--- config.mk ---
export PLATFORM = sky130hd
export DESIGN_NAME = dsvl_div
export DESIGN_NICKNAME = d
export VERILOG_FILES = /design/src/design/dsvl_pkg.sv /design/src/design/dsvl_div.sv
export SDC_FILE = /design/constraint.sdc
export NUM_CORES = 2
export LEC_CHECK = 0
export ABC_CLOCK_PERIOD_IN_PS = 6800
export BUFFER_PORTS_ARGS = -buffer_cell sky130_fd_sc_hd__buf_2
export CAP_MARGIN = 20
export CORE_MARGIN = 5
export CORE_UTILIZATION = 35
export CTS_CLUSTER_SIZE = 25
export DETAILED_ROUTE_END_ITERATION = 12
export PLACE_DENSITY_LB_ADDON = 0.2
export SKIP_CTS_REPAIR_TIMING = 1
export SLEW_MARGIN = 20
export SYNTH_ARGS = -nofsm -noshare
export SYNTH_HDL_FRONTEND = slang
export SYNTH_MEMORY_MAX_BITS = 65536
export SYNTH_SLANG_ARGS = --single-unit
--- constraint.sdc ---
create_clock -name clk -period 6.8 [get_ports clk]
set_input_delay 1.36 -clock clk [delete_from_list [all_inputs] [get_ports clk]]
set_output_delay 1.36 -clock clk [all_outputs]
set_load 0.01 [all_outputs]
--- src/design/dsvl_pkg.sv ---
// ----------------------------------------------------------------------------
// dsvl_pkg
// Shared types, constants and helpers of the dual-screen viewport layout.
// ----------------------------------------------------------------------------
package dsvl_pkg;

  localparam int COORD_BITS = 13;
  localparam int DIM_W      = 13;
  localparam int REG_W      = 12;
  localparam int CFG_IDX_W  = 2;
  localparam int DEN_W      = REG_W + 1;
  localparam int PROD_W     = DIM_W + REG_W + 1;
  localparam int NUM_W      = 37;
  localparam int VAL_W      = NUM_W + 3;
  localparam int IN_DATA_W  = ((2 * DIM_W + 7) / 8) * 8;
  localparam int OUT_DATA_W = ((8 * COORD_BITS + 7) / 8) * 8;

  localparam logic [REG_W-1:0] RST_UPPER_W = REG_W'(400);
  localparam logic [REG_W-1:0] RST_UPPER_H = REG_W'(240);
  localparam logic [REG_W-1:0] RST_LOWER_W = REG_W'(320);
  localparam logic [REG_W-1:0] RST_LOWER_H = REG_W'(240);

  typedef enum logic [CFG_IDX_W-1:0] {
    REG_UPPER_W = 2'd0,
    REG_UPPER_H = 2'd1,
    REG_LOWER_W = 2'd2,
    REG_LOWER_H = 2'd3
  } cfg_reg_t;

  typedef enum logic [1:0] {
    LAY_STACK  = 2'd0,
    LAY_SINGLE = 2'd1,
    LAY_LARGE  = 2'd2
  } layout_t;

  typedef logic signed [VAL_W-1:0] val_t;

  localparam val_t COORD_MAX = val_t'((1 << COORD_BITS) - 1);

  typedef struct packed {
    logic [REG_W-1:0] tw;
    logic [REG_W-1:0] th;
    logic [REG_W-1:0] bw;
    logic [REG_W-1:0] bh;
  } cfg_t;

  typedef struct packed {
    logic [DIM_W-1:0] w;
    logic [DIM_W-1:0] h;
    layout_t          mode;
    logic             swap;
    logic             cond;
    logic             neg;
    val_t             v1;
  } ctx_t;

  typedef struct packed {
    logic [DEN_W-1:0] rem;
    logic [NUM_W-1:0] nq;
    logic [DEN_W-1:0] den;
  } div_st_t;

  typedef struct packed {
    logic [COORD_BITS-1:0] up_l;
    logic [COORD_BITS-1:0] up_r;
    logic [COORD_BITS-1:0] up_t;
    logic [COORD_BITS-1:0] up_b;
    logic [COORD_BITS-1:0] lo_l;
    logic [COORD_BITS-1:0] lo_r;
    logic [COORD_BITS-1:0] lo_t;
    logic [COORD_BITS-1:0] lo_b;
    logic                  up_shown;
    logic                  lo_shown;
  } res_t;

  // one restoring division step, one quotient bit
  function automatic div_st_t div_step(div_st_t s);
    logic [DEN_W:0] t;
    logic           ge;
    div_st_t        o;
    t     = {s.rem, s.nq[NUM_W-1]};
    ge    = (t >= {1'b0, s.den});
    o.den = s.den;
    o.rem = ge ? DEN_W'(t - {1'b0, s.den}) : t[DEN_W-1:0];
    o.nq  = {s.nq[NUM_W-2:0], ge};
    return o;
  endfunction

  function automatic val_t to_val(logic [NUM_W-1:0] x);
    return $signed(VAL_W'(x));
  endfunction

  function automatic logic [COORD_BITS-1:0] sat_coord(val_t v);
    if (v < 0) begin
      return '0;
    end else if (v > COORD_MAX) begin
      return '1;
    end
    return v[COORD_BITS-1:0];
  endfunction

  // primary screen: the upper one unless swapped (stacked always uses upper)
  function automatic logic [REG_W-1:0] prim_w(cfg_t c, layout_t m, logic s);
    return (m != LAY_STACK && s) ? c.bw : c.tw;
  endfunction

  function automatic logic [REG_W-1:0] prim_h(cfg_t c, layout_t m, logic s);
    return (m != LAY_STACK && s) ? c.bh : c.th;
  endfunction

  function automatic logic [REG_W-1:0] side_w(cfg_t c, logic s);
    return s ? c.tw : c.bw;
  endfunction

  function automatic logic [REG_W-1:0] side_h(cfg_t c, logic s);
    return s ? c.th : c.bh;
  endfunction

endpackage

--- src/design/dsvl_div.sv ---
// ----------------------------------------------------------------------------
// dsvl_div
// Pipelined restoring divider, one quotient bit per stage, context carried
// alongside.
// ----------------------------------------------------------------------------
module dsvl_div (
  input  logic                        clk,
  input  logic                        rst,
  input  logic                        en,
  input  logic                        in_valid,
  input  logic [dsvl_pkg::NUM_W-1:0]  num,
  input  logic [dsvl_pkg::DEN_W-1:0]  den,
  input  dsvl_pkg::ctx_t              in_ctx,
  output logic                        out_valid,
  output logic [dsvl_pkg::NUM_W-1:0]  quo,
  output logic [dsvl_pkg::DEN_W-1:0]  rem,
  output logic [dsvl_pkg::DEN_W-1:0]  div_den,
  output dsvl_pkg::ctx_t              out_ctx
);

  logic [dsvl_pkg::NUM_W-1:0] vld;
  dsvl_pkg::div_st_t          st [dsvl_pkg::NUM_W];
  dsvl_pkg::ctx_t             cx [dsvl_pkg::NUM_W];
  dsvl_pkg::div_st_t          seed;

  always_comb begin
    seed.rem = '0;
    seed.nq  = num;
    seed.den = den;
  end

  always_ff @(posedge clk) begin
    if (rst) begin
      vld <= '0;
    end else if (en) begin
      vld <= {vld[dsvl_pkg::NUM_W-2:0], in_valid};
    end
  end

  always_ff @(posedge clk) begin
    if (en) begin
      st[0] <= dsvl_pkg::div_step(seed);
      cx[0] <= in_ctx;
      for (int i = 1; i < dsvl_pkg::NUM_W; i++) begin
        st[i] <= dsvl_pkg::div_step(st[i-1]);
        cx[i] <= cx[i-1];
      end
    end
  end

  assign out_valid = vld[dsvl_pkg::NUM_W-1];
  assign quo       = st[dsvl_pkg::NUM_W-1].nq;
  assign rem       = st[dsvl_pkg::NUM_W-1].rem;
  assign div_den   = st[dsvl_pkg::NUM_W-1].den;
  assign out_ctx   = cx[dsvl_pkg::NUM_W-1];

endmodule

==> results.md <==
Logic synthesis:
- Dividing the synthesized area by the synthesized cell count gives 19.73 um2.
- The number of distinct library cell variants in the gate-level netlist after synthesis is 76.
- The dominant synthesized flop cell is sky130_fd_sc_hd__edfxtp_1.
- The gate count after technology mapping is 9125.
- The post-synthesis sequential element count is 4995.
- The most used standard cell by instance count after synthesis is sky130_fd_sc_hd__edfxtp_1.
- The summed instance area of the synthesized netlist is 0.1801 mm2.
- The net count after synthesis is 9756.
- By area the synthesized netlist is led by sky130_fd_sc_hd__edfxtp_1, sky130_fd_sc_hd__ha_1, sky130_fd_sc_hd__mux2_2.
- The commonest cells after synthesis are sky130_fd_sc_hd__edfxtp_1, sky130_fd_sc_hd__inv_1, sky130_fd_sc_hd__ha_1.
- The largest area contributor in the synthesized netlist is sky130_fd_sc_hd__edfxtp_1.
- The Yosys warning count is 0.
- The fraction of the yosys area taken by sequential cells is 83.09%.
- In the synthesized netlist the async set-or-reset flop fraction comes to 0%.
- Yosys mapped a number of flops with a built-in enable equal to 4958.
- After synthesis, the largest area contributor takes up 82.68% of total cell area.

Clocking:
- In this run the number of H-tree levels came out at 6.
- The clock net in this run drives a total of 4995 sinks.
- The clock reaches the later pin of the worst-skew pair after 1.02 ns.
- The root cell of the clock tree is sky130_fd_sc_hd__clkbuf_16.
- The clock passes through at most 4 buffers.
- The CTS tree is built.
- Buffers inserted during clock tree synthesis total 551.
- After clock tree synthesis, the clock-pin slew on the worst setup and hold paths is 0.06 ns.

Global routing:
- Entering global routing, the biggest net connects 186 pins.
- The wire length of the first global-routing pass is 426500 um.
- The sum of overflow across all layers after global routing is 0.
- The initial antenna violation count is 13.
- The via count of the first global-routing pass is 80020.
- The global routing usage summed across all routing layers is 9.694%.

Drt:
- Using the TritonRoute via totals, the vias-per-cell ratio works out to 4.509.
- The routed design has 265000 um of wire.
- The number of detailed-routing iterations run before antenna repair is 6.
- In the final routed layout, each cell accounts on average for 15.59 um.
- Once detail routing completed, the nets flagged for antenna violations numbered 0.
- In this run, the number of DRC markers left after iteration 0 of detailed routing was 5227.
- For this block, the via count after detailed routing is 76620.
- After detailed routing, the number of remaining DRC violations is 0.

Setup path:
- The worst path arrival time is 4.27 ns.
- The critical path is of the reg2reg type.
- The largest single stage delay on the critical path is 0.74 ns.
- Data on the critical path is required at its endpoint by 7.54 ns.
- The type of origin of the critical path is a flop.
- Walking the worst path, the cells encountered are ha_1 > fa_1 > nor2b_1 > nor3_1 > o21ai_1 > a21oi_1 > a211o_1 > a31oi_2 > mux2_2.
- The category of the worst setup path capture point is a flop.
- The maximum net fanout on the critical path is 14.
- The top cell family by delay on the critical path is compound AO/OA/AOI/OAI gates.
- On the critical path, the stage with the largest delay is an instance of sky130_fd_sc_hd__a31oi_2.
- The critical path contains buffers and inverters numbering 0 combined.

Floorplan:
- The die width is 727.3 um.
- The height of the chip is 727.3 um.
- In this run the standard cell core region covers 0.5130 mm2.
- The floorplan has 263 rows.
- The number of I/O pins is 260.
- The effective utilization at floorplan is 35.10%.
- The die area is 0.5289 mm2.

Timing:
- The clock skew is 0.03943 ns.
- Based on the critical path, the design can be clocked at up to 283.3 MHz.
- The part of the cycle the worst path needs is 51.92%.
- The remaining max-slew budget at the tightest pin is 18.71%.
- Setup slack closes at 3.270 ns.
- The final max-slew violation count came to 0.
- Setup violations remaining at the end of the flow were counted as 0.
- Summed over all failing endpoints, the final setup total negative slack is 0 ns.
- The final number of hold-violating endpoints was 0.
- Setup repair after global routing left no endpoint under its margin.
- At the pin with the least slew margin, the transition time is 1.219 ns.
- The shortest period the worst path allows is 3.530 ns.

Worst hold path:
- The kind of path behind the tightest hold check is reg2reg.

Placement:
- Port buffering added 259 buffers.
- The minimum setup slack after placement is 3.108 ns.
- The congestion estimate from routability-driven global placement came to 0.8075.
- The detailed placer's ending HPWL is 156900 um.

Pwr:
- The peak supply drop is 0.2762 mV.
- The power after layout is 0.08322 W.
- Dividing total power by cell area gives a power density of 402.1 mW/mm2.
- The leakage dissipation is 73.28 nW.

Run status:
- The run finished with clean final reports.

Layout:
- In the final layout, the multi-input gates occupy 0.02685 mm2.
- The number of nets in the layout is 10450.
- The area growth from synthesis to layout is 14.93%.
- The sequential cell area is 0.1496 mm2.
- The layout has 45290 filler cells.
- The post-route netlist has 14.45% of its cells at a drive strength greater than 1.

Flow run:
- The number of maximum-capacitance constraint violations is 0.
==> sequential cells by signal (all words and copies together) (netlist names) <==
| name | flops |
|---|---|
| st | 2331 |
| vld | 37 |
| cx | 2627 |
==> stage by stage <==
stage	cell area (um2)	hold WS (ns)	std cells	util [%]
2_1_floorplan	180100	0.4003	9125	-
3_3_place_gp	189400	0.4000	16020	36.92
3_5_place_dp	189400	0.4045	16020	36.93
4_1_cts	206900	0.3353	16990	40.34
5_1_grt	207000	0.3839	16990	40.34
6_report	207000	0.3889	16990	40.34
==> layout by cell type, fill, tap and decap left out, types with 37 or more instances in the layout <==
master / count
sky130_fd_sc_hd__a211oi_1: 61
sky130_fd_sc_hd__a21boi_0: 50
sky130_fd_sc_hd__a21o_1: 115
sky130_fd_sc_hd__a21oi_1: 255
sky130_fd_sc_hd__buf_2: 258
sky130_fd_sc_hd__buf_4: 56
sky130_fd_sc_hd__clkbuf_1: 110
sky130_fd_sc_hd__clkbuf_16: 557
sky130_fd_sc_hd__clkinv_1: 111
sky130_fd_sc_hd__clkinv_2: 73
sky130_fd_sc_hd__dfxtp_1: 37
sky130_fd_sc_hd__edfxtp_1: 4958
sky130_fd_sc_hd__ha_1: 470
sky130_fd_sc_hd__inv_1: 602
sky130_fd_sc_hd__mux2_2: 329
sky130_fd_sc_hd__mux2i_1: 132
sky130_fd_sc_hd__nand2_1: 174
sky130_fd_sc_hd__nand4_1: 47
sky130_fd_sc_hd__nor2_1: 305
sky130_fd_sc_hd__nor2b_1: 86
sky130_fd_sc_hd__nor3_1: 87
sky130_fd_sc_hd__o211ai_1: 55
sky130_fd_sc_hd__o21a_1: 133
sky130_fd_sc_hd__o21ai_0: 190
sky130_fd_sc_hd__o31a_1: 42
sky130_fd_sc_hd__xnor2_1: 151
sky130_fd_sc_hd__xor2_1: 125
==> layer usage <==
metal,vias to the layer above,track usage [%],part of all wire [%]
met1,37920,12.40,44
met5,-,0,0
met4,0,3.695,3.4
met3,640,2.086,4.6
met2,1340,16.16,48
li1,36720,-,-
==> cell families after synthesis <==
family | share of synthesized area (%)
buffers and inverters | 2.014
AND/OR/NAND/NOR | 2.532
adder cells (fa/ha/maj) | 3.666
XOR/XNOR | 1.342
AO/OA/AOI/OAI | 4.393
multiplexers | 2.960
flip-flops | 83.09
==> path summary, 6_finish.rpt <==
kind                         from                    to  slack (ns)  cells after the start
min          cx[0][362]$_DFFE_PP_  cx[0][433]$_DFFE_PP_        0.39                      0
max reg2reg  st[2][378]$_DFFE_PP_  st[2][501]$_DFFE_PP_        3.27                      9
min reg2reg  cx[0][362]$_DFFE_PP_  cx[0][433]$_DFFE_PP_        0.39                      0
max          st[2][378]$_DFFE_PP_  st[2][501]$_DFFE_PP_        3.27                      9
==> worst register-to-register path, delay by kind of cell, from the launching register on <==
family                     cells  cell delay (ns)
AOI/OAI and AO/OA              4             1.56
adders and majority gates      2             0.65
DFF                            1             0.40
muxes                          1             0.42
and+or+nand+nor                2             0.25
==> where the power goes <==
| part | total, W | switching, W | internal [W] |
|---|---|---|---|
| clock | 0.0284 | 0.0120 | 0.0164 |
| sequential | 0.0396 | 0.00135 | 0.0382 |
| combinational | 0.0152 | 0.00816 | 0.00708 |
| total | 0.0832 | 0.0215 | 0.0618 |
==> layout make-up <==
class	instances	area share (%)
clock buffers	670	6.955
multi-input cells	3329	12.98
inverters	602	1.092
flip-flops and latches	4995	72.30
clock inverters	293	1.498
diodes	2	0.002418
repair buffers	342	1.094
well taps	6757	4.085
(Power assumes the default switching activity.)
