==> config.mk <==
export PLATFORM = sky130hd
export DESIGN_NAME = dsvl_front
export DESIGN_NICKNAME = d
export VERILOG_FILES = /design/src/design/dsvl_pkg.sv /design/src/design/dsvl_front.sv
export SDC_FILE = /design/constraint.sdc
export NUM_CORES = 2
export LEC_CHECK = 0
export BUFFER_PORTS_ARGS = -buffer_cell sky130_fd_sc_hd__buf_2
export CAP_MARGIN = 30
export CORE_MARGIN = 4
export CORE_UTILIZATION = 50
export DETAILED_ROUTE_END_ITERATION = 16
export PLACE_DENSITY = 0.68
export SETUP_SLACK_MARGIN = 0.1
export SYNTH_ARGS = -nofsm -noshare
export SYNTH_HDL_FRONTEND = slang
export SYNTH_SLANG_ARGS = --single-unit
==> constraint.sdc <==
create_clock -name clk -period 14.2 [get_ports clk]
set_clock_uncertainty 0.2 [all_clocks]
set_input_delay 2.13 -clock clk [delete_from_list [all_inputs] [get_ports clk]]
set_output_delay 2.13 -clock clk [all_outputs]
set_load 0.02 [all_outputs]
==> src/design/dsvl_pkg.sv <==
// ----------------------------------------------------------------------------
// dsvl_pkg
// Shared types, constants and helpers of the dual-screen viewport layout.
// ----------------------------------------------------------------------------
package dsvl_pkg;

  localparam int COORD_BITS = 13;
  localparam int DIM_W      = 13;
  localparam int REG_W      = 12;
  localparam int CFG_IDX_W  = 2;
  localparam int DEN_W      = REG_W + 1;
  localparam int PROD_W     = DIM_W + REG_W + 1;
  localparam int NUM_W      = 37;
  localparam int VAL_W      = NUM_W + 3;
  localparam int IN_DATA_W  = ((2 * DIM_W + 7) / 8) * 8;
  localparam int OUT_DATA_W = ((8 * COORD_BITS + 7) / 8) * 8;

  localparam logic [REG_W-1:0] RST_UPPER_W = REG_W'(400);
  localparam logic [REG_W-1:0] RST_UPPER_H = REG_W'(240);
  localparam logic [REG_W-1:0] RST_LOWER_W = REG_W'(320);
  localparam logic [REG_W-1:0] RST_LOWER_H = REG_W'(240);

  typedef enum logic [CFG_IDX_W-1:0] {
    REG_UPPER_W = 2'd0,
    REG_UPPER_H = 2'd1,
    REG_LOWER_W = 2'd2,
    REG_LOWER_H = 2'd3
  } cfg_reg_t;

  typedef enum logic [1:0] {
    LAY_STACK  = 2'd0,
    LAY_SINGLE = 2'd1,
    LAY_LARGE  = 2'd2
  } layout_t;

  typedef logic signed [VAL_W-1:0] val_t;

  localparam val_t COORD_MAX = val_t'((1 << COORD_BITS) - 1);

  typedef struct packed {
    logic [REG_W-1:0] tw;
    logic [REG_W-1:0] th;
    logic [REG_W-1:0] bw;
    logic [REG_W-1:0] bh;
  } cfg_t;

  typedef struct packed {
    logic [DIM_W-1:0] w;
    logic [DIM_W-1:0] h;
    layout_t          mode;
    logic             swap;
    logic             cond;
    logic             neg;
    val_t             v1;
  } ctx_t;

  typedef struct packed {
    logic [DEN_W-1:0] rem;
    logic [NUM_W-1:0] nq;
    logic [DEN_W-1:0] den;
  } div_st_t;

  typedef struct packed {
    logic [COORD_BITS-1:0] up_l;
    logic [COORD_BITS-1:0] up_r;
    logic [COORD_BITS-1:0] up_t;
    logic [COORD_BITS-1:0] up_b;
    logic [COORD_BITS-1:0] lo_l;
    logic [COORD_BITS-1:0] lo_r;
    logic [COORD_BITS-1:0] lo_t;
    logic [COORD_BITS-1:0] lo_b;
    logic                  up_shown;
    logic                  lo_shown;
  } res_t;

  // one restoring division step, one quotient bit
  function automatic div_st_t div_step(div_st_t s);
    logic [DEN_W:0] t;
    logic           ge;
    div_st_t        o;
    t     = {s.rem, s.nq[NUM_W-1]};
    ge    = (t >= {1'b0, s.den});
    o.den = s.den;
    o.rem = ge ? DEN_W'(t - {1'b0, s.den}) : t[DEN_W-1:0];
    o.nq  = {s.nq[NUM_W-2:0], ge};
    return o;
  endfunction

  function automatic val_t to_val(logic [NUM_W-1:0] x);
    return $signed(VAL_W'(x));
  endfunction

  function automatic logic [COORD_BITS-1:0] sat_coord(val_t v);
    if (v < 0) begin
      return '0;
    end else if (v > COORD_MAX) begin
      return '1;
    end
    return v[COORD_BITS-1:0];
  endfunction

  // primary screen: the upper one unless swapped (stacked always uses upper)
  function automatic logic [REG_W-1:0] prim_w(cfg_t c, layout_t m, logic s);
    return (m != LAY_STACK && s) ? c.bw : c.tw;
  endfunction

  function automatic logic [REG_W-1:0] prim_h(cfg_t c, layout_t m, logic s);
    return (m != LAY_STACK && s) ? c.bh : c.th;
  endfunction

  function automatic logic [REG_W-1:0] side_w(cfg_t c, logic s);
    return s ? c.tw : c.bw;
  endfunction

  function automatic logic [REG_W-1:0] side_h(cfg_t c, logic s);
    return s ? c.th : c.bh;
  endfunction

endpackage

==> src/design/dsvl_front.sv <==
// ----------------------------------------------------------------------------
// dsvl_front
// Input clamp, aspect products and cross-multiplied compare; sets up the
// first division.
// ----------------------------------------------------------------------------
module dsvl_front (
  input  logic                         clk,
  input  logic                         rst,
  input  logic                         en,
  input  dsvl_pkg::cfg_t               cfg,
  input  logic                         in_valid,
  input  logic [dsvl_pkg::DIM_W-1:0]   w_in,
  input  logic [dsvl_pkg::DIM_W-1:0]   h_in,
  input  logic [1:0]                   mode_in,
  input  logic                         swap_in,
  output logic                         out_valid,
  output logic [dsvl_pkg::NUM_W-1:0]   num,
  output logic [dsvl_pkg::DEN_W-1:0]   den,
  output dsvl_pkg::ctx_t               ctx
);

  logic                              a_vld;
  logic [dsvl_pkg::DIM_W-1:0]        a_w;
  logic [dsvl_pkg::DIM_W-1:0]        a_h;
  dsvl_pkg::layout_t                 a_mode;
  logic                              a_swap;
  logic [dsvl_pkg::PROD_W-1:0]       a_pa;
  logic [dsvl_pkg::PROD_W-1:0]       a_pb;
  logic signed [dsvl_pkg::PROD_W:0]  a_pc;

  logic [dsvl_pkg::DIM_W-1:0]        w_c;
  logic [dsvl_pkg::DIM_W-1:0]        h_c;
  dsvl_pkg::layout_t                 mode_c;
  logic [dsvl_pkg::REG_W-1:0]        pw_c;
  logic [dsvl_pkg::REG_W-1:0]        ph_c;
  logic signed [dsvl_pkg::DIM_W:0]   diff_c;
  logic signed [dsvl_pkg::PROD_W:0]  diff_x;
  logic signed [dsvl_pkg::PROD_W:0]  ph_x;

  logic [dsvl_pkg::REG_W-1:0]        pw_b;
  logic [dsvl_pkg::REG_W-1:0]        ph_b;
  logic signed [dsvl_pkg::PROD_W:0]  mag_b;
  logic                              cond_b;
  logic                              neg_b;
  logic [dsvl_pkg::NUM_W-1:0]        num_b;
  logic [dsvl_pkg::DEN_W-1:0]        den_b;

  always_comb begin
    w_c = (w_in == '0) ? dsvl_pkg::DIM_W'(1) : w_in;
    h_c = (h_in == '0) ? dsvl_pkg::DIM_W'(1) : h_in;
    case (mode_in)
      dsvl_pkg::LAY_SINGLE: mode_c = dsvl_pkg::LAY_SINGLE;
      dsvl_pkg::LAY_LARGE:  mode_c = dsvl_pkg::LAY_LARGE;
      default:              mode_c = dsvl_pkg::LAY_STACK;
    endcase
    pw_c   = dsvl_pkg::prim_w(cfg, mode_c, swap_in);
    ph_c   = dsvl_pkg::prim_h(cfg, mode_c, swap_in);
    diff_c = $signed({1'b0, w_c}) - $signed({2'b00, dsvl_pkg::side_w(cfg, swap_in)});
    diff_x = (dsvl_pkg::PROD_W + 1)'(diff_c);
    ph_x   = $signed((dsvl_pkg::PROD_W + 1)'(ph_c));
  end

  always_ff @(posedge clk) begin
    if (rst) begin
      a_vld <= 1'b0;
    end else if (en) begin
      a_vld <= in_valid;
    end
  end

  always_ff @(posedge clk) begin
    if (en) begin
      a_w    <= w_c;
      a_h    <= h_c;
      a_mode <= mode_c;
      a_swap <= swap_in;
      a_pa   <= dsvl_pkg::PROD_W'(h_c) * dsvl_pkg::PROD_W'(pw_c);
      a_pb   <= dsvl_pkg::PROD_W'(w_c) * dsvl_pkg::PROD_W'(ph_c);
      a_pc   <= diff_x * ph_x;
    end
  end

  always_comb begin
    pw_b   = dsvl_pkg::prim_w(cfg, a_mode, a_swap);
    ph_b   = dsvl_pkg::prim_h(cfg, a_mode, a_swap);
    mag_b  = (a_pc < 0) ? -a_pc : a_pc;
    cond_b = 1'b0;
    neg_b  = 1'b0;
    case (a_mode)
      dsvl_pkg::LAY_SINGLE: begin
        cond_b = (a_pa > a_pb);
        num_b  = cond_b ? dsvl_pkg::NUM_W'(a_pb) : dsvl_pkg::NUM_W'(a_pa);
        den_b  = cond_b ? dsvl_pkg::DEN_W'(pw_b) : dsvl_pkg::DEN_W'(ph_b);
      end
      dsvl_pkg::LAY_LARGE: begin
        neg_b = (a_pc < 0);
        num_b = dsvl_pkg::NUM_W'(mag_b);
        den_b = dsvl_pkg::DEN_W'(pw_b);
      end
      default: begin
        cond_b = ({1'b0, a_pa} > {a_pb, 1'b0});
        num_b  = cond_b ? dsvl_pkg::NUM_W'({a_pb, 1'b0}) : dsvl_pkg::NUM_W'(a_pa);
        den_b  = cond_b ? dsvl_pkg::DEN_W'(cfg.tw) : dsvl_pkg::DEN_W'({cfg.th, 1'b0});
      end
    endcase
  end

  always_ff @(posedge clk) begin
    if (rst) begin
      out_valid <= 1'b0;
    end else if (en) begin
      out_valid <= a_vld;
    end
  end

  always_ff @(posedge clk) begin
    if (en) begin
      num      <= num_b;
      den      <= den_b;
      ctx.w    <= a_w;
      ctx.h    <= a_h;
      ctx.mode <= a_mode;
      ctx.swap <= a_swap;
      ctx.cond <= cond_b;
      ctx.neg  <= neg_b;
      ctx.v1   <= '0;
    end
  end

endmodule

==> qor.txt <==
Synth top area share: 28.5%
RePlAce Congestion: 0.930
Die ar.: 56800 um2
Multi-input gate area: 18500 um2
Achievable Freq: 0.0940 GHz
CTS Hold Bufs: 0
most frequent cells in the layout: inv_1, fa_1, nand2_1
Area contributors post-synth: fa_1, edfxtp_1, ha_1
crit-path max FO: 15
most frequent CP cell: fa_1
Setup WS post-layout: 3570 ps
Critical-path top delay cell: fa_1
Wirelength per Cell: 20.3 um
final hold viol count: 0
r2r setup slk: 9670 ps
Root Driver: clkbuf_16
via count: 19700
RSZ-0062 raised after global routing: no
Worst slew margin: 29.6%
die height: 238 um
CP Class: in2reg
row cnt: 84
Antenna Cells: 0
cts bufs inserted: 17
share of cells above drive strength 1: 9.76%
post-CTS setup buffer count: 0
Skew-Pair Late Insertion Delay: 500 ps
area grow syn2layout: 6.63%
Syn Inst Count: 2803
Synthesis Warnings: 0
Cell Area, Synth: 26500 um2
max incr delay on CP: 600 ps
drt pass-1 iters: 5
buffers plus inverters on the worst setup path: 5
Post-Route Utilization: 53.8%
minimum clock period: 10630 ps
gr ovfl total: 0
Final Max Tran Viols: 0
die width: 238 um
min-delay worst type: reg2reg
FF+latch count, synth: 179
async set or reset register ratio after synthesis: 0%
endpoints failing setup: 0
Core ar.: 52600 um2
final antenna-violating net count: 0
max-cap violations: 0
PortBufs: 162
initial antenna violation count: 2
H-tree Lvls: 4
fin crit share: 74.9%
count of different cell masters after synthesis: 71
crit start category: input port
Worst-Margin Slew: 1050 ps
Starting Density: 50.5%
TNS Setup: 0 ps
1st-iter DRT viols: 1379
Crit path required time: 14230 ps
sequential share of the synthesized area: 20.2%
Reg clk slew, reported paths: 80 ps
Post-route DRC: 0
Final nets: 3576
FF/Latch Area: 5360 um2
final WL: 72.5 mm
vias in the first global route: 20200
hold slack: 224 ps
cell family with most CP delay: adder cells
Post-synth EDFFs: 177
top_reg_cell synth: edfxtp_1
cell taking the most area after synthesis: fa_1
CTS tree: yes
Post-Place Worst Slack: 3160 ps
post-CTS sizing: 0
dpl hpwl: 58.3 mm
IO Count: 203
FILL cells: 4778
element type at the critical path end: flip-flop
Longest Clk Path Bufs: 2
total global-route track usage: 25.9%
largest net degree at the start of global routing: 64
worst path arrival time: 10660 ps
first-pass GRT wire length: 114 mm
routed vias/inst: 5.51
status: completed
commonest non-fill, non-tap cell in the layout: inv_1
post-synthesis area per instance: 9.46 um2
Num Clock Sinks: 179
-- kinds of logic (layout without fill, tap and decap cells) --
| kind of cell | after synthesis | after routing | share of synthesized area, % |
|---|---|---|---|
| AND/OR/NAND/NOR | 724 | 724 | 12.5 |
| XOR/XNOR | 117 | 117 | 3.87 |
| buffers and inverters | 710 | 746 | 10.8 |
| AO/OA/AOI/OAI | 356 | 356 | 8.88 |
| adder cells (fa/ha/maj) | 631 | 631 | 40.5 |
| other | 1 | 40 | 0.0141 |
| multiplexers | 85 | 85 | 3.34 |
| flip-flops | 179 | 179 | 20.2 |
-- path summary, 6_finish.rpt --
kind	from	to	cells past startpoint
worst max-delay path	swap_in	a_pc[26]	30
worst min-delay path	a_h[1]	ctx[46]	0
worst min register to register	a_h[1]	ctx[46]	0
worst max register to register	a_pa[24]	den[2]	11
-- per-layer routing --
| layer | vias to the layer above | share of wire [%] | global-route usage (%) | routed length, um |
|---|---|---|---|---|
| met5 | - | 0 | 0 | 0 |
| met4 | 0 | 3.7 | 9.67 | 2660 |
| met3 | 113 | 6.7 | 4.29 | 4870 |
| met2 | 681 | 47 | 42.0 | 34100 |
| met1 | 9868 | 43 | 35.3 | 30900 |
| li1 | 9003 | - | - | - |
-- worst reg2reg max path, cell delays in order (launching register included) --
cell      delay, ps
edfxtp_1        490
ha_1            350
nand4_1         140
nor2_1          270
nand4_1         260
nor4_2          530
buf_4           330
or2_2           450
nand2_1         140
buf_4           230
o221a_2         260
a21oi_1         580
-- area by class of cell --
type	count	area share [%]
Tap cell	688	3.05
Clock buffer	18	1.52
Clock inverter	14	0.575
Timing Repair Buffer	189	3.64
Sequential cell	179	18.9
Multi-Input combinational cell	1953	65.3
Inverter	525	6.97
-- cell usage after synthesis (14+ instances only) --
cell type	n
a21o_1	34
and2_1	69
nor4_1	14
a21oi_1	113
nand2b_1	30
edfxtp_1	177
clkbuf_1	128
mux2_2	24
nor2_1	170
mux2i_1	60
inv_1	524
nand2_1	317
nor2b_1	42
ha_1	252
xnor2_1	96
o21a_1	14
nor3_1	20
buf_4	50
a221oi_1	20
o21ai_0	81
fa_1	378
nand3_1	16
xor2_1	21
-- through the flow --
stage               std cells  cell area, um2
CTS                      3566           28300
global placement         3531           27600
finish                   3566           28300
floorplan                2842           26700
detailed placement       3534           27700
global route             3566           28300
-- flip-flops by register name (all words and copies together) (netlist names) --
signal	flops
ctx	31
den	13
a_swap	1
a_pb	25
out_valid	1
a_w	13
a_h	13
a_mode	2
a_vld	1
num	27
a_pa	25
a_pc	27
Power is left out: the tool's default activity adds up to more than one toggle a clock period on the data nets, which glitch-free logic cannot reach.
