### src/design/dsvl_pkg.sv
// ----------------------------------------------------------------------------
// dsvl_pkg
// Shared types, constants and helpers of the dual-screen viewport layout.
// ----------------------------------------------------------------------------
package dsvl_pkg;

  localparam int COORD_BITS = 13;
  localparam int DIM_W      = 13;
  localparam int REG_W      = 12;
  localparam int CFG_IDX_W  = 2;
  localparam int DEN_W      = REG_W + 1;
  localparam int PROD_W     = DIM_W + REG_W + 1;
  localparam int NUM_W      = 37;
  localparam int VAL_W      = NUM_W + 3;
  localparam int IN_DATA_W  = ((2 * DIM_W + 7) / 8) * 8;
  localparam int OUT_DATA_W = ((8 * COORD_BITS + 7) / 8) * 8;

  localparam logic [REG_W-1:0] RST_UPPER_W = REG_W'(400);
  localparam logic [REG_W-1:0] RST_UPPER_H = REG_W'(240);
  localparam logic [REG_W-1:0] RST_LOWER_W = REG_W'(320);
  localparam logic [REG_W-1:0] RST_LOWER_H = REG_W'(240);

  typedef enum logic [CFG_IDX_W-1:0] {
    REG_UPPER_W = 2'd0,
    REG_UPPER_H = 2'd1,
    REG_LOWER_W = 2'd2,
    REG_LOWER_H = 2'd3
  } cfg_reg_t;

  typedef enum logic [1:0] {
    LAY_STACK  = 2'd0,
    LAY_SINGLE = 2'd1,
    LAY_LARGE  = 2'd2
  } layout_t;

  typedef logic signed [VAL_W-1:0] val_t;

  localparam val_t COORD_MAX = val_t'((1 << COORD_BITS) - 1);

  typedef struct packed {
    logic [REG_W-1:0] tw;
    logic [REG_W-1:0] th;
    logic [REG_W-1:0] bw;
    logic [REG_W-1:0] bh;
  } cfg_t;

  typedef struct packed {
    logic [DIM_W-1:0] w;
    logic [DIM_W-1:0] h;
    layout_t          mode;
    logic             swap;
    logic             cond;
    logic             neg;
    val_t             v1;
  } ctx_t;

  typedef struct packed {
    logic [DEN_W-1:0] rem;
    logic [NUM_W-1:0] nq;
    logic [DEN_W-1:0] den;
  } div_st_t;

  typedef struct packed {
    logic [COORD_BITS-1:0] up_l;
    logic [COORD_BITS-1:0] up_r;
    logic [COORD_BITS-1:0] up_t;
    logic [COORD_BITS-1:0] up_b;
    logic [COORD_BITS-1:0] lo_l;
    logic [COORD_BITS-1:0] lo_r;
    logic [COORD_BITS-1:0] lo_t;
    logic [COORD_BITS-1:0] lo_b;
    logic                  up_shown;
    logic                  lo_shown;
  } res_t;

  // one restoring division step, one quotient bit
  function automatic div_st_t div_step(div_st_t s);
    logic [DEN_W:0] t;
    logic           ge;
    div_st_t        o;
    t     = {s.rem, s.nq[NUM_W-1]};
    ge    = (t >= {1'b0, s.den});
    o.den = s.den;
    o.rem = ge ? DEN_W'(t - {1'b0, s.den}) : t[DEN_W-1:0];
    o.nq  = {s.nq[NUM_W-2:0], ge};
    return o;
  endfunction

  function automatic val_t to_val(logic [NUM_W-1:0] x);
    return $signed(VAL_W'(x));
  endfunction

  function automatic logic [COORD_BITS-1:0] sat_coord(val_t v);
    if (v < 0) begin
      return '0;
    end else if (v > COORD_MAX) begin
      return '1;
    end
    return v[COORD_BITS-1:0];
  endfunction

  // primary screen: the upper one unless swapped (stacked always uses upper)
  function automatic logic [REG_W-1:0] prim_w(cfg_t c, layout_t m, logic s);
    return (m != LAY_STACK && s) ? c.bw : c.tw;
  endfunction

  function automatic logic [REG_W-1:0] prim_h(cfg_t c, layout_t m, logic s);
    return (m != LAY_STACK && s) ? c.bh : c.th;
  endfunction

  function automatic logic [REG_W-1:0] side_w(cfg_t c, logic s);
    return s ? c.tw : c.bw;
  endfunction

  function automatic logic [REG_W-1:0] side_h(cfg_t c, logic s);
    return s ? c.th : c.bh;
  endfunction

endpackage

### src/design/dsvl_back.sv
// ----------------------------------------------------------------------------
// dsvl_back
// Edge terms, rectangle assembly per mode, swap mapping and saturation.
// ----------------------------------------------------------------------------
module dsvl_back (
  input  logic                        clk,
  input  logic                        rst,
  input  logic                        en,
  input  dsvl_pkg::cfg_t              cfg,
  input  logic                        in_valid,
  input  logic [dsvl_pkg::NUM_W-1:0]  quo,
  input  logic [dsvl_pkg::DEN_W-1:0]  rem,
  input  logic [dsvl_pkg::DEN_W-1:0]  div_den,
  input  dsvl_pkg::ctx_t              in_ctx,
  output logic                        out_valid,
  output dsvl_pkg::res_t              res
);

  // stage a
  logic            a_vld;
  dsvl_pkg::ctx_t  a_ctx;
  logic            a_letter;
  dsvl_pkg::val_t  a_a, a_b, a_c, a_d, a_e, a_f;

  dsvl_pkg::val_t  wv, hv, v1, q2, rnd2, half_w, half_h, span, swv;
  logic            up_c;
  logic            letter_c;
  dsvl_pkg::val_t  ta, tb, tc, td, te, tf;

  // stage b
  logic            b_vld;
  logic            b_ushow, b_lshow;
  dsvl_pkg::val_t  b_up [4];
  dsvl_pkg::val_t  b_lo [4];

  dsvl_pkg::val_t  aw, ah, av1, asw, ash, aow, aoh, pr;
  dsvl_pkg::val_t  p [4];
  dsvl_pkg::val_t  s [4];
  dsvl_pkg::val_t  up_n [4];
  dsvl_pkg::val_t  lo_n [4];
  logic            ushow_n, lshow_n;

  always_comb begin
    wv     = dsvl_pkg::to_val(dsvl_pkg::NUM_W'(in_ctx.w));
    hv     = dsvl_pkg::to_val(dsvl_pkg::NUM_W'(in_ctx.h));
    v1     = in_ctx.v1;
    q2     = dsvl_pkg::to_val(quo);
    up_c   = ({rem, 1'b0} >= {1'b0, div_den});
    rnd2   = q2 + dsvl_pkg::to_val(dsvl_pkg::NUM_W'(up_c));
    swv    = dsvl_pkg::to_val(dsvl_pkg::NUM_W'(dsvl_pkg::side_w(cfg, in_ctx.swap)));
    half_w = (wv - v1) >>> 1;
    half_h = (hv - v1) >>> 1;
    span   = in_ctx.cond ? wv : v1;
    letter_c = (v1 == 0) || ((v1 > 0) && (v1 < hv));
    ta = '0;
    tb = '0;
    tc = '0;
    td = '0;
    te = '0;
    tf = '0;
    case (in_ctx.mode)
      dsvl_pkg::LAY_SINGLE: begin
        ta = in_ctx.cond ? half_h : half_w;
      end
      dsvl_pkg::LAY_LARGE: begin
        ta = half_h;
        tb = (wv - swv - rnd2) >>> 1;
        tc = q2;
      end
      default: begin
        ta = in_ctx.cond ? '0 : half_w;
        tb = span;
        tc = in_ctx.cond ? half_h : '0;
        td = in_ctx.cond ? (v1 >>> 1) : (hv >>> 1);
        te = (span - q2) >>> 1;
        tf = q2;
      end
    endcase
  end

  always_ff @(posedge clk) begin
    if (rst) begin
      a_vld <= 1'b0;
    end else if (en) begin
      a_vld <= in_valid;
    end
  end

  always_ff @(posedge clk) begin
    if (en) begin
      a_ctx    <= in_ctx;
      a_letter <= letter_c;
      a_a      <= ta;
      a_b      <= tb;
      a_c      <= tc;
      a_d      <= td;
      a_e      <= te;
      a_f      <= tf;
    end
  end

  always_comb begin
    aw  = dsvl_pkg::to_val(dsvl_pkg::NUM_W'(a_ctx.w));
    ah  = dsvl_pkg::to_val(dsvl_pkg::NUM_W'(a_ctx.h));
    av1 = a_ctx.v1;
    asw = dsvl_pkg::to_val(dsvl_pkg::NUM_W'(dsvl_pkg::side_w(cfg, a_ctx.swap)));
    ash = dsvl_pkg::to_val(dsvl_pkg::NUM_W'(dsvl_pkg::side_h(cfg, a_ctx.swap)));
    aow = asw;
    aoh = ash;
    pr  = a_c + a_b;
    ushow_n = 1'b1;
    lshow_n = 1'b1;
    for (int i = 0; i < 4; i++) begin
      p[i]    = '0;
      s[i]    = '0;
      up_n[i] = '0;
      lo_n[i] = '0;
    end
    case (a_ctx.mode)
      dsvl_pkg::LAY_SINGLE: begin
        if (a_ctx.cond) begin
          p[0] = '0;
          p[1] = aw;
          p[2] = a_a;
          p[3] = a_a + av1;
        end else begin
          p[0] = a_a;
          p[1] = a_a + av1;
          p[2] = '0;
          p[3] = ah;
        end
        s[0] = '0;
        s[1] = aow;
        s[2] = '0;
        s[3] = aoh;
        ushow_n = ~a_ctx.swap;
        lshow_n = a_ctx.swap;
      end
      dsvl_pkg::LAY_LARGE: begin
        if (a_letter) begin
          p[0] = '0;
          p[1] = aw - asw;
          p[2] = a_a;
          p[3] = a_a + av1;
          s[0] = aw - asw;
          s[1] = aw;
          s[2] = a_a + av1 - ash;
          s[3] = a_a + av1;
        end else begin
          p[0] = a_b;
          p[1] = pr;
          p[2] = '0;
          p[3] = ah;
          s[0] = pr;
          s[1] = pr + asw;
          s[2] = ah - ash;
          s[3] = ah;
        end
      end
      default: begin
        // p: first (top) band, s: second band; x extents fixed per screen
        p[0] = a_a;
        p[1] = a_a + a_b;
        p[2] = a_c;
        p[3] = a_c + a_d;
        s[0] = a_a + a_e;
        s[1] = a_a + a_e + a_f;
        s[2] = a_c + a_d;
        s[3] = a_c + a_d + a_d;
      end
    endcase
    if (a_ctx.mode == dsvl_pkg::LAY_SINGLE || a_ctx.mode == dsvl_pkg::LAY_LARGE) begin
      for (int i = 0; i < 4; i++) begin
        up_n[i] = a_ctx.swap ? s[i] : p[i];
        lo_n[i] = a_ctx.swap ? p[i] : s[i];
      end
    end else begin
      up_n[0] = p[0];
      up_n[1] = p[1];
      lo_n[0] = s[0];
      lo_n[1] = s[1];
      up_n[2] = a_ctx.swap ? s[2] : p[2];
      up_n[3] = a_ctx.swap ? s[3] : p[3];
      lo_n[2] = a_ctx.swap ? p[2] : s[2];
      lo_n[3] = a_ctx.swap ? p[3] : s[3];
    end
  end

  always_ff @(posedge clk) begin
    if (rst) begin
      b_vld <= 1'b0;
    end else if (en) begin
      b_vld <= a_vld;
    end
  end

  always_ff @(posedge clk) begin
    if (en) begin
      b_ushow <= ushow_n;
      b_lshow <= lshow_n;
      for (int i = 0; i < 4; i++) begin
        b_up[i] <= up_n[i];
        b_lo[i] <= lo_n[i];
      end
    end
  end

  always_ff @(posedge clk) begin
    if (rst) begin
      out_valid <= 1'b0;
    end else if (en) begin
      out_valid <= b_vld;
    end
  end

  always_ff @(posedge clk) begin
    if (en) begin
      res.up_l     <= dsvl_pkg::sat_coord(b_up[0]);
      res.up_r     <= dsvl_pkg::sat_coord(b_up[1]);
      res.up_t     <= dsvl_pkg::sat_coord(b_up[2]);
      res.up_b     <= dsvl_pkg::sat_coord(b_up[3]);
      res.lo_l     <= dsvl_pkg::sat_coord(b_lo[0]);
      res.lo_r     <= dsvl_pkg::sat_coord(b_lo[1]);
      res.lo_t     <= dsvl_pkg::sat_coord(b_lo[2]);
      res.lo_b     <= dsvl_pkg::sat_coord(b_lo[3]);
      res.up_shown <= b_ushow;
      res.lo_shown <= b_lshow;
    end
  end

endmodule

### config.mk
export PLATFORM = sky130hd
export DESIGN_NAME = dsvl_back
export DESIGN_NICKNAME = d
export VERILOG_FILES = /design/src/design/dsvl_pkg.sv /design/src/design/dsvl_back.sv
export SDC_FILE = /design/constraint.sdc
export NUM_CORES = 2
export LEC_CHECK = 0
export BUFFER_PORTS_ARGS = -buffer_cell sky130_fd_sc_hd__buf_2
export CAP_MARGIN = 20
export CORE_MARGIN = 2
export CORE_UTILIZATION = 40
export DETAILED_ROUTE_END_ITERATION = 16
export SYNTH_ARGS = -nofsm -noshare
export SYNTH_HDL_FRONTEND = slang
export SYNTH_SLANG_ARGS = --single-unit
### constraint.sdc
create_clock -name clk -period 8.39 [get_ports clk]
set_input_delay 0.4195 -clock clk [delete_from_list [all_inputs] [get_ports clk]]
set_output_delay 0.4195 -clock clk [all_outputs]
set_load 0.005 [all_outputs]
==> results_dict.tcl <==
set metrics [dict create \
    status "finished clean" \
    gp_congestion 0.978 \
    finalCritPeriodShare_pct 83.3 \
    cap_violations 0 \
    numPortBuffers 291 \
    num_vias 52900 \
    worst_path_most_repeated_cell "o21ai_0" \
    yosysWarnings 0 \
    avgSynthCellArea_sq_um 9.14 \
    post_cts_resized 0 \
    ys_ff_latch 735 \
    hp-class "in -> reg" \
    critPathKind "reg -> reg" \
    drc 0 \
    r2r_end "b_lo[1][39]$_DFFE_PP_" \
    finish.utilization_pct 44.5 \
    critical_path.cell_chain "ha_1, o21ai_0, o21ai_0, a31oi_1, nor4bb_1, o31ai_1, and2_1, o21ai_0, xor2_1, ha_1, a21oi_1, a31oi_1, o21ai_0, o31ai_1, a311oi_1, o21a_1, o31ai_1, nand3b_1, xnor2_1, a221o_1" \
    syn_area_sq_um 59200 \
    coreArea_sq_um 147000 \
    setup_viol 0 \
    synthTopCellsByArea "edfxtp_1 (37%), ha_1 (9.5%), a21oi_1 (4.9%), nand2_1 (4.6%), xnor2_1 (4.2%)" \
    hold_viol 0 \
    overflow 0 \
    rsz0062_at_grt "false" \
    cts_setup_buffers 0 \
    netlist.area_leader.share_pct 37.1 \
    ant_nets 0 \
    critical_path_arrival_ps 7430 \
    area_growth_pct 10.7 \
    rrSetupSlack_ps 1400 \
    tns_ps 0 \
    crit_fanout 6 \
    crit_end "b_lo[1][39]$_DFFE_PP_" \
    dieArea_sq_um 151000 \
    io_pins 293 \
    tightest_slew_ps 1180 \
    synth_edf_count 732 \
    crit_slowest_cell "o21ai_0" \
    synth_top_cell_by_area "edfxtp_1" \
    synthCells 6474 \
    synth_cell_types 107 \
    cts_tree "done" \
    numClockSinks 735 \
    rr_worst_depth 20 \
    stdcell_count 8660 \
    fillers 14300 \
    drt-pass1-iter-count 6 \
    period_minus_slack_ps 6990 \
    synth_fp_nets 7124 \
    r2r-start "a_a[2]$_DFFE_PP_" \
    drt-vias-per-instance 6.10 \
    dp_hpwl_mm 184 \
    cts_root_buffer "clkbuf_16" \
    start_kind "flip-flop" \
    synthArstFlopShare_pct 0 \
    place_ws_ps 953 \
    htreeDepth 3 \
    synth_flop_cell "edfxtp_1" \
    initial_core_util_pct 40.2 \
    p_leak_nw 26.3 \
    rows 141 \
    startpoint "a_a[2]$_DFFE_PP_" \
    cts_made_buffers 85 \
    ir_drop_mv 0.159 \
    slew_viol_final 0 \
    wl_mm 230 \
    grt_start_max_net_pins 163 \
    die_h_microns 389 \
    multiInputGateArea_sq_um 35200 \
    die_x_microns 389 \
    grt_pass1_wl_mm 329 \
    nNetsFinal 7305 \
    drtIter0Drc 6214 \
    clock.fmax_ghz 0.143 \
    max_stage_delay_ps 650 \
    insertion_delay_ps 720 \
    synth_common_cells "edfxtp_1 (732), nand2_1 (719), a21oi_1 (579)" \
    end_kind "flip-flop" \
    skew_ps 22.4 \
    drive_above_1_share_pct 9.67 \
    clk_pin_slew_ps 60 \
    grt_usage_pct 29.5 \
    clock_path_buffers 3 \
    cts-hold-fix-buffers 12 \
    timing.final.ws_setup_ps 1400 \
    powerDensity_nw_per_um2 254 \
    dp.cells 8485 \
    required_ps 8840 \
    seqCellArea_sq_um 22000 \
    antenna_found_initial 27 \
    routedWlPerCell_microns 26.6 \
    maxSlewHeadroom_pct 21.3 \
    seq_area_frac_synth_pct 37.2 \
    synth.most_common_cell "edfxtp_1" \
    grt_pass1_vias 50500 \
]
-- report_power, final --
part           internal (mW)  leakage [nW]  switching [mW]
Sequential              4.85          7.23           0.409
Combinational           2.89          17.8            4.86
Clock                   2.05          1.29            1.63
-- critical path: cells and delay by family (launching register included) --
kind / cells / cell delay, ps
flip-flops: 1 / 590
XOR/XNOR: 2 / 430
AO/OA/AOI/OAI: 13 / 3910
adder cells (fa/ha/maj): 2 / 840
AND/OR/NAND/NOR: 3 / 930
-- area by class of cell --
type	count	share of cell area [%]
timing repair buffer	385	3.48
inverter	227	1.31
sequential	735	33.6
multi-input combinational	5221	53.8
clock buffer	103	3.38
tap	1930	3.68
clock inverter	52	0.712
antenna	7	0.0267
-- registers in the layout, indices dropped and copies added, names as in the netlist, 30 cells and up --
name	count
a_c	39
a_e	39
av1	40
a_ctx	30
res	106
a_b	40
b_lo	160
a_a	39
a_f	37
b_up	160
a_d	39
-- worst min path at each step --
stage | slack (ps) | cells past startpoint | to | start
after global routing | 40 | 2 | a_f[25]$_SDFFCE_PN0P_ | quo[25]
after CTS | 6 | 1 | av1[2]$_DFFE_PP_ | in_ctx[2]
after global placement | 410 | 0 | res[1]$_DFFE_PP_ | b_ushow$_SDFFCE_PN1P_
after detailed placement | 410 | 0 | res[0]$_DFFE_PP_ | b_lshow$_SDFFCE_PN1P_
after floorplan | 400 | 0 | res[0]$_DFFE_PP_ | b_lshow$_SDFFCE_PN1P_
final | 50 | 2 | a_f[25]$_SDFFCE_PN0P_ | quo[25]
-- kinds of logic (layout without fill, tap and decap cells) --
group | Yosys count | count (layout) | share of synthesized area (%)
compound gates | 2018 | 2018 | 22.0
fa+ha+maj | 464 | 464 | 10.0
other cells | 0 | 7 | 0
xor+xnor | 451 | 451 | 6.69
buf+inv | 518 | 767 | 3.32
flops | 735 | 735 | 37.2
mux | 222 | 222 | 3.92
simple gates | 2066 | 2066 | 16.8
-- per-stage QoR --
| step | cell area [sq um] | total power [mW] | hold slack (ps) |
|---|---|---|---|
| floorplan | 59200 | 10.4 | 400 |
| global placement | 62700 | 12.7 | 407 |
| detailed placement | 62700 | 12.8 | 407 |
| CTS | 65500 | 16.5 | 6.43 |
| global route | 65500 | 17.5 | 37.5 |
| finish | 65500 | 16.7 | 45.6 |
-- metal layers --
layer | vias to the layer above | GRT usage (%) | wire length, microns
li1 | 24600 | - | -
met1 | 25600 | 41.1 | 99400
met2 | 2346 | 46.1 | 101000
met3 | 394 | 4.67 | 21300
met4 | 8 | 10.7 | 8670
met5 | - | 0 | 47
-- cells in the final DEF (no fill, tap or decap), drive strengths merged, types with 57 or more instances in the layout --
| master | n |
|---|---|
| a211oi | 57 |
| a21o | 232 |
| a21oi | 580 |
| a22oi | 103 |
| a31oi | 57 |
| and2 | 140 |
| buf | 373 |
| clkbuf | 103 |
| edfxtp | 732 |
| ha | 448 |
| inv | 232 |
| mux2 | 57 |
| mux2i | 163 |
| nand2 | 719 |
| nand2b | 80 |
| nand3 | 125 |
| nand4 | 61 |
| nor2 | 446 |
| nor2b | 94 |
| nor3 | 124 |
| nor4 | 81 |
| o21a | 69 |
| o21ai | 424 |
| o21bai | 57 |
| o22ai | 66 |
| xnor2 | 287 |
| xor2 | 164 |
Power figures use the tool's default switching activity.
